[config.mk]
export PLATFORM = sky130hd
export DESIGN_NAME = plist_cell
export DESIGN_NICKNAME = d
export VERILOG_FILES = /design/src/design/plist_pkg.sv /design/src/design/plist_cell.sv
export SDC_FILE = /design/constraint.sdc
export NUM_CORES = 1
export LEC_CHECK = 0
export ABC_AREA = 1
export CAP_MARGIN = 10
export CORE_ASPECT_RATIO = 1.25
export CORE_MARGIN = 2
export CORE_UTILIZATION = 35
export CTS_BUF_LIST = sky130_fd_sc_hd__clkbuf_2 sky130_fd_sc_hd__clkbuf_4 sky130_fd_sc_hd__clkbuf_8
export DETAILED_ROUTE_END_ITERATION = 7
export DONT_BUFFER_PORTS = 1
export GPL_TIMING_DRIVEN = 0
export PLACE_DENSITY = 0.53
export SLEW_MARGIN = 10
export SYNTH_ARGS = -nofsm -noshare
export SYNTH_HDL_FRONTEND = slang
export SYNTH_SLANG_ARGS = --single-unit
export TNS_END_PERCENT = 20
[constraint.sdc]
create_clock -name clk -period 6.25 [get_ports clk]
set_input_delay 0.9375 -clock clk [delete_from_list [all_inputs] [get_ports clk]]
set_output_delay 0.9375 -clock clk [all_outputs]
set_load 0.02 [all_outputs]
[src/design/plist_pkg.sv]
// Shared constants, codes and cell control types for the positional list engine.
package plist_pkg;

  localparam int DATA_W       = 32;
  localparam int POS_W        = 7;
  localparam int LEN_W        = 7;
  localparam int CAPACITY_DEF = 64;

  // Registered levels in the read-out OR tree.
  localparam int TREE_LVLS = 3;

  localparam logic [1:0] FN_INSERT = 2'd0;
  localparam logic [1:0] FN_READ   = 2'd1;
  localparam logic [1:0] FN_REMOVE = 2'd2;

  localparam logic [1:0] ST_OK      = 2'd0;
  localparam logic [1:0] ST_BAD_POS = 2'd1;
  localparam logic [1:0] ST_FULL    = 2'd2;

  typedef enum logic [1:0] {
    CELL_HOLD,
    CELL_INS,
    CELL_DEL,
    CELL_READ
  } cell_op_t;

  // Broadcast to every cell; tgt is the zero-based target position.
  typedef struct packed {
    cell_op_t            op;
    logic [POS_W-1:0]    tgt;
    logic [DATA_W-1:0]   value;
  } cell_ctl_t;

endpackage

[src/design/plist_cell.sv]
// One list slot: holds an entry, shifts with its neighbors, masks its entry onto the read-out.
module plist_cell import plist_pkg::*; #(
  parameter int IDX = 0,
  parameter int IW  = POS_W
) (
  input  logic              clk,
  input  cell_ctl_t         ctl,
  input  logic [DATA_W-1:0] left_data,
  input  logic [DATA_W-1:0] right_data,
  output logic [DATA_W-1:0] data,
  output logic [DATA_W-1:0] rd_data
);

  localparam logic [IW-1:0] MY_IDX = IW'(IDX);

  logic [IW-1:0] tgt_x;
  logic          hit;
  logic          above;

  assign tgt_x = IW'(ctl.tgt);
  assign hit   = (MY_IDX == tgt_x);
  assign above = (MY_IDX > tgt_x);

  always_ff @(posedge clk) begin
    case (ctl.op)
      CELL_INS: begin
        if (hit) begin
          data <= ctl.value;
        end else if (above) begin
          data <= left_data;
        end
      end
      CELL_DEL: begin
        if (hit || above) begin
          data <= right_data;
        end
      end
      default: begin
      end
    endcase
    rd_data <= (ctl.op == CELL_READ && hit) ? data : '0;
  end

endmodule

# After elaboration in Yosys (flattened, before gate mapping)

Index checks and enable logic that the tools add are counted.

Magnitude comparators: 1
Equality and inequality tests: 5
Muxes and demuxes: 4
Reductions and logical operators: 5

Operators with widths:

| operator                                                            | number |
|---|---|
| 32-bit two-way mux                                                  | 3 |
| 32-bit one-hot mux with 2 select lines                              | 1 |
| 1-bit by 7-bit > comparator with 1-bit output, first input constant | 1 |
| 7-bit zero test                                                     | 1 |
| 2-bit == test, second input constant                                | 2 |
| 3-bit inequality test, second input constant                        | 1 |
| 3-bit AND reduction                                                 | 1 |
| 2-bit by 1-bit == test with 1-bit output, second input constant     | 1 |
| 2-bit inequality test, second input constant                        | 1 |
| 2-bit nonzero test                                                  | 1 |
| 1-bit logical AND                                                   | 1 |
| 1-bit logical OR                                                    | 1 |

Register bits after elaboration: 64
Input port bits: 106
Output and inout bits: 64
Logic and storage cells: 17

# Longest topological paths before layout

Gate-level depths: netlist of run 1.

Depth after elaboration: 4
Mapped depth: 7

# Least setup slack after synthesis of run 1

Ideal clock, no wire load.

Path type: input to register
Start point: in ctl[37] in the netlist's numbering
End point: reg data[0] (enable)
Setup time: 0.470 ns
Arrival time: 3.683 ns
Data required time: 5.780 ns
Setup slack: 2.096 ns
Stages on the path: 4
Path through: nor2_1 -> nand2_2 -> nor2_4 -> a21boi_0

Cells in the longest elaborated chain, start to end: 4

RTL lines:

| element                                                                          | RTL line                           | source |
|---|---|---|
| from (decl)                                                                      | plist_cell.sv:7                    | `input cell_ctl_t ctl,` |
| 1-bit by 7-bit > comparator with 1-bit output or 7-bit zero test (tied branches) | plist_cell.sv:22, plist_cell.sv:21 |  |
| 1-bit logical OR                                                                 | plist_cell.sv:34                   | `if (hit \|\| above) begin` |
| 2-bit inequality test (no source line)                                           | --                                 |  |
| 3-bit AND reduction (no source line) *                                           | --                                 |  |
| to (signal assigned)                                                             | plist_cell.sv:28                   | `data <= ctl.value;` |
| to (signal assigned)                                                             | plist_cell.sv:30                   | `data <= left_data;` |
| to (signal assigned)                                                             | plist_cell.sv:35                   | `data <= right_data;` |
| to (decl)                                                                        | plist_cell.sv:10                   | `output logic [DATA_W-1:0] data,` |

Every way passes the cells marked *; elsewhere a longest branch is shown, timed or not.
A chain may end at the register's enable or synchronous reset.

# Final worst setup path of run 1

Start point: in ctl[35] in the netlist's numbering
End point: reg data[24] (enable)

Same word-level chain as after synthesis.

==> results.yml, run 1 <==
floorplan:
  die_h_um: 110
  row_count: 38
  pin_count: 170
  start_util: 0.360
  coreArea_um2: 8650
  die_width_um: 88.4
  die_area_um2: 9690
setup_path:
  critPathSlowestCell: "a21boi_4"
  cp_max_fo: 21
  r2r_slack_ns: 5.48
  timing.critical_path.from: "ctl[35]"
  critPathRequiredTime_ns: 6.30
  cp-start-kind: "input port"
  cp.arrival_ns: 2.06
  crit_path_max_incr_delay_ns: 0.47
  regToRegEndpoint: "rd_data[7]"
  path_class: "in -> reg"
  crit_chain: "nor2_1 -> nand2_2 -> nor2_4 -> a21boi_4 -> buf_16"
  rr_worst_depth: 2
  cp-end-kind: "flop"
  timing.critical_path.to: "data[24]"
  reg2reg_from: "data[7]"
detailed_routing:
  drt_pass1_iterations: 4
  wirelength_um: 7620
  viasPerCell: 4.56
  drt-initial-drc-count: 83
  ant_nets: 0
  routedWlPerCell_um: 14.4
  drc_errors: 0
  num_vias: 2406
hold_path:
  worstHoldPathType: "reg -> reg"
  holdPathStages: 2
  min_from: "data[28]"
timing:
  tightest_slew_ns: 0.499
  fmax_mhz: 497
  drv_slew: 0
  rsz0062_at_grt: "false"
  relSlewSlack: 0.666
  period_needed_ns: 2.01
  setup_viol: 0
  tns_ns: 0
  timing.final.crit_share: 0.322
  hold_violations: 0
  skew_ns: 0.00595
clocking:
  cts.sinks: 64
  cts.clk_slew.worst_paths_ns: 0.06
  cts_tree: "done"
  cts_setup_buffers: 0
  post_cts_resize_count: 0
  cts_buffers: 9
  clockBufferDepth: 2
  ctsHoldBuffers: 0
  htree_levels: 3
  clk_latency_ns: 0.34
  root_buffer: "clkbuf_8"
pwr:
  leakagePower_uw: 0.00170
  swShare: 0.219
  power_frac_seq: 0.523
  p_int_uw: 664
  pwr_density_cell_nw_per_um2: 243
  p_clk_frac: 0.411
  pwr-share-comb: 0.065
  peakVddDrop_mv: 0.0771
  switchingPower_uw: 187
global_routing:
  overflow: 0
  grt_pass1_wl_um: 11500
  track_usage: 0.161
  grt_max_degree: 22
  first_global_vias: 2309
  antenna_found_initial: 0
cells_and_area:
  post-route-cell-area_um2: 3500
  area_growth_pct: 12.4
  drive_above_1_share: 0.191
  stdcell_count: 528
  antennaDiodeCount: 0
  layout.nets: 509
synthesis:
  syn-num-nets: 497
  avgSynthCellArea_um2: 7.98
  syn_area_um2: 3120
  yosysUniqueCellTypes: 17
  postSynthCellCount: 391
  ys_seq_area_frac: 0.513
  synth_warnings: 0
  ys_ff_latch: 64
placed_design:
  dpl_cell_area_um2: 3310
  io_buffers: 0
  dp_hpwl_um: 6100
  dp.cells: 512
  place_congestion: 0.798
flow_run:
  cap_violations: 0
status:
  status: "complete, no violations"
==> cells by family (layout without fill, tap and decap cells) <==
| kind of cell | Yosys count | in the layout | share of synthesized area |
|---|---|---|---|
| AO/OA/AOI/OAI | 33 | 33 | 0.0538 |
| buffers and inverters | 123 | 140 | 0.165 |
| flip-flops | 64 | 64 | 0.513 |
| AND/OR/NAND/NOR | 171 | 171 | 0.268 |
==> routing by layer <==
layer | vias to the layer above | GRT usage | share of wire
li1 | 1211 | - | -
met1 | 1065 | 0.182 | 0.40
met2 | 115 | 0.266 | 0.49
met3 | 15 | 0.0646 | 0.088
met4 | 0 | 0.0682 | 0.022
met5 | - | 0 | 0
==> final cells by class <==
| cell class | instances | area (um2) |
|---|---|---|
| fillers | 919 | 5150 |
| clock buffers | 12 | 153 |
| plain buffers | 21 | 131 |
| repair buffers | 1 | 27.5 |
| clock inverters | 4 | 43.8 |
| inverters | 102 | 383 |
| well taps | 120 | 150 |
| flip-flops and latches | 64 | 1600 |
| multi-input cells | 204 | 1010 |
==> critical path, delay by kind of cell <==
family / cells / cell delay [ns]
AND/OR/NAND/NOR: 3 / 0.41
buffers and inverters: 1 / 0.23
AO/OA/AOI/OAI: 1 / 0.47
==> worst min path at each step <==
stage / endpoint / slack, ns
after global placement: rd_data[18] / 0.65
after detailed placement: rd_data[18] / 0.66
after CTS: rd_data[5] / 0.67
final: rd_data[28] / 0.67
after global routing: rd_data[17] / 0.68
after floorplan: rd_data[0] / 0.61
==> flip-flops by register name (all words and copies together), names as in the netlist <==
register and cells:
data 32, rd_data 32
==> power groups by stage <==
stage	sequential, uW	combinational [uW]	clock, uW
after floorplan	454	42.5	0
after global placement	454	54.5	0
after detailed placement	454	56.0	0
after CTS	445	56.3	365
after global routing	445	65.7	385
final	445	55.6	350
==> synthesized netlist by cell type (all sizes together) <==
master,number,share of area
o21ai,32,0.051
nand3,65,0.11
nand2,68,0.083
buf,15,0.032
clkbuf,6,0.0096
edfxtp,32,0.31
inv,102,0.12
nor2,38,0.076
dfxtp,32,0.21
a21boi,1,0.0024
==> stage by stage <==
| step | hold WS (ns) | utilization | setup slack [ns] | power (uW) |
|---|---|---|---|---|
| after detailed placement | 0.660 | 0.382 | 3.84 | 510 |
| after global placement | 0.650 | 0.378 | 0.725 | 509 |
| final | 0.667 | 0.405 | 4.24 | 850 |
| after global routing | 0.681 | 0.405 | 4.15 | 895 |
| after floorplan | 0.614 | - | 2.10 | 497 |
| after CTS | 0.674 | 0.405 | 4.21 | 866 |
==> cells in the final DEF (no fill, tap or decap) <==
| cell type | synthesis | routed |
|---|---|---|
| inv_1 | 99 | 99 |
| nand2_1 | 66 | 66 |
| nand3_1 | 64 | 64 |
| nor2_2 | 32 | 32 |
| o21ai_0 | 32 | 32 |
| edfxtp_1 | 32 | 32 |
| dfxtp_1 | 32 | 32 |
| clkbuf_8 | 0 | 10 |
| buf_2 | 9 | 9 |
| clkbuf_2 | 6 | 6 |
| nor2_1 | 4 | 4 |
| inv_2 | 3 | 3 |
| buf_4 | 3 | 3 |
| buf_6 | 3 | 3 |
| nand2_2 | 2 | 2 |
| nor2_4 | 2 | 2 |
| clkinv_2 | 0 | 2 |
| clkbuf_4 | 0 | 2 |
| a21boi_4 | 0 | 1 |
| nand3_4 | 1 | 1 |
| clkinv_1 | 0 | 1 |
| bufinv_16 | 0 | 1 |
| buf_16 | 0 | 1 |
No activity file was read; power rests on OpenSTA's default activity.
==> inputs of run 2 (changes only) <==
--- a/config.mk
+++ b/config.mk
@@ -14,7 +14,7 @@
 export DETAILED_ROUTE_END_ITERATION = 7
 export DONT_BUFFER_PORTS = 1
 export GPL_TIMING_DRIVEN = 0
-export PLACE_DENSITY = 0.53
+export PLACE_DENSITY = 0.55
 export SLEW_MARGIN = 10
 export SYNTH_ARGS = -nofsm -noshare
 export SYNTH_HDL_FRONTEND = slang
==> constraint.sdc (replaced) <==
create_clock -name clk -period 1.7 [get_ports clk]
set_input_delay 0.255 -clock clk [delete_from_list [all_inputs] [get_ports clk]]
set_output_delay 0.255 -clock clk [all_outputs]
set_load 0.02 [all_outputs]
==> run 2 against run 1 <==
  * Worst setup slack got worse by 3.9 ns
  * Combinational power increased to 3.7 times the previous value
  * Count of clock-buffer cells in the layout increased by 3
  * Clock skew increased by 0.0026 ns
  * Worst hold slack got worse by 0.57 ns
==> results.yml, run 2 (synthesis results as in run 1) <==
status:
  status: "complete, no violations"
timing:
  tightest_slew_ns: 0.667
  setup_viol: 0
  hold_violations: 0
  relSlewSlack: 0.554
  skew_ns: 0.00859
  tns_ns: 0
  fmax_mhz: 748
  finalWorstSetupSlack_ns: 0.364
  timing.final.crit_share: 0.786
  drv_slew: 0
  period_needed_ns: 1.34
  rsz0062_at_grt: "false"
placed_design:
  place_congestion: 0.807
  dp_hpwl_um: 5970
  dp.cells: 511
  place_ws_ns: -0.308
  io_buffers: 0
cells_and_area:
  top_regs: "data: 32 flops, rd_data: 32 flops"
  final_common_cell: "inv_1"
  drive_above_1_share: 0.194
  seq_area_um2: 1600
  multiInputGateArea_um2: 1030
  layout.nets: 509
  final_cell_mix: "inv_1, nand2_1, nand3_1"
  stdcell_count: 528
  area_growth_pct: 11.8
  fillers: 896
  antennaDiodeCount: 0
hold_path:
  worstHoldPathType: "in -> reg"
setup_path:
  cp-start-kind: "input port"
  path_class: "in -> reg"
  critPathRequiredTime_ns: 1.68
  cp-end-kind: "flop"
  cp_max_fo: 16
  r2r_slack_ns: 0.93
  cp.arrival_ns: 1.31
pwr:
  p_int_uw: 2370
  leakagePower_uw: 0.00169
  pwr_density_cell_nw_per_um2: 877
  power_frac_seq: 0.535
  pwr-share-comb: 0.068
  peakVddDrop_mv: 0.293
  swShare: 0.224
  p_clk_frac: 0.397
  switchingPower_uw: 686
global_routing:
  antenna_found_initial: 0
  grt_max_degree: 33
  overflow: 0
  track_usage: 0.158
  first_global_vias: 2292
  grt_pass1_wl_um: 11400
detailed_routing:
  wirelength_um: 7810
  drc_errors: 0
  routedWlPerCell_um: 14.8
  num_vias: 2405
  viasPerCell: 4.55
  drt-initial-drc-count: 95
  drt_pass1_iterations: 4
  ant_nets: 0
floorplan:
  start_util: 0.360
  row_count: 38
  coreArea_um2: 8650
  die_h_um: 110
  pin_count: 170
  die_area_um2: 9690
  die_width_um: 88.4
clocking:
  cts.sinks: 64
  clk_latency_ns: 0.34
  cts_tree: "done"
  htree_levels: 3
  ctsHoldBuffers: 0
  cts_buffers: 9
  clockBufferDepth: 2
  cts.clk_slew.worst_paths_ns: 0.07
  root_buffer: "clkbuf_8"
flow_run:
  cap_violations: 0
## run 2: path summary, 6_finish.rpt
kind	from	to	cells after the start
worst max-delay path	ctl[37]	data[13]	4
worst min-delay path	right_data[23]	data[23]	2
worst max register to register	data[20]	rd_data[20]	2
worst min register to register	data[15]	rd_data[15]	2
## run 2: timing repair
item	4_1_cts	5_1_grt
hold endpoints to repair	0	0
buffers inserted	0	0
gates resized for setup	0	1
setup endpoints to repair	0	32
## run 2: power groups by stage
stage               Sequential (uW)  Clock (uW)  Combinational, uW
floorplan                      1670           0                158
global placement               1670           0                201
detailed placement             1670           0                206
CTS                            1640        1250                207
global route                   1630        1320                241
finish                         1640        1220                207
## run 2: per-stage QoR
step	hold slack (ns)	total power, uW	instance area [um2]	util
2_1_floorplan	0.425	1830	3130	-
3_3_place_gp	0.445	1870	3280	0.379
3_5_place_dp	0.446	1880	3280	0.379
4_1_cts	0.0755	3100	3470	0.401
5_1_grt	0.0802	3200	3490	0.403
6_report	0.0955	3060	3490	0.403
## run 2: final cells by class
class / instances / share of cell area
flip-flops and latches: 64 / 0.459
multi-input cells: 205 / 0.296
inverters: 102 / 0.110
clock buffers: 15 / 0.0520
well taps: 120 / 0.0431
plain buffers: 21 / 0.0377
clock inverters: 1 / 0.00144
## run 2: worst max-delay path, stage by stage
cell and delay [ns]:
nor2_1 0.11, nand2_2 0.16, nor2_4 0.18, a21boi_4 0.60
## run 2: metal layers
metal  GRT usage  up-vias  wire (um)  share of wire
li1            -     1211          -              -
met1       0.185     1054       3240           0.41
met2       0.253      124       3680           0.47
met3      0.0465       16        655          0.084
met4      0.0920        0        240          0.031
met5           0        -          0              0
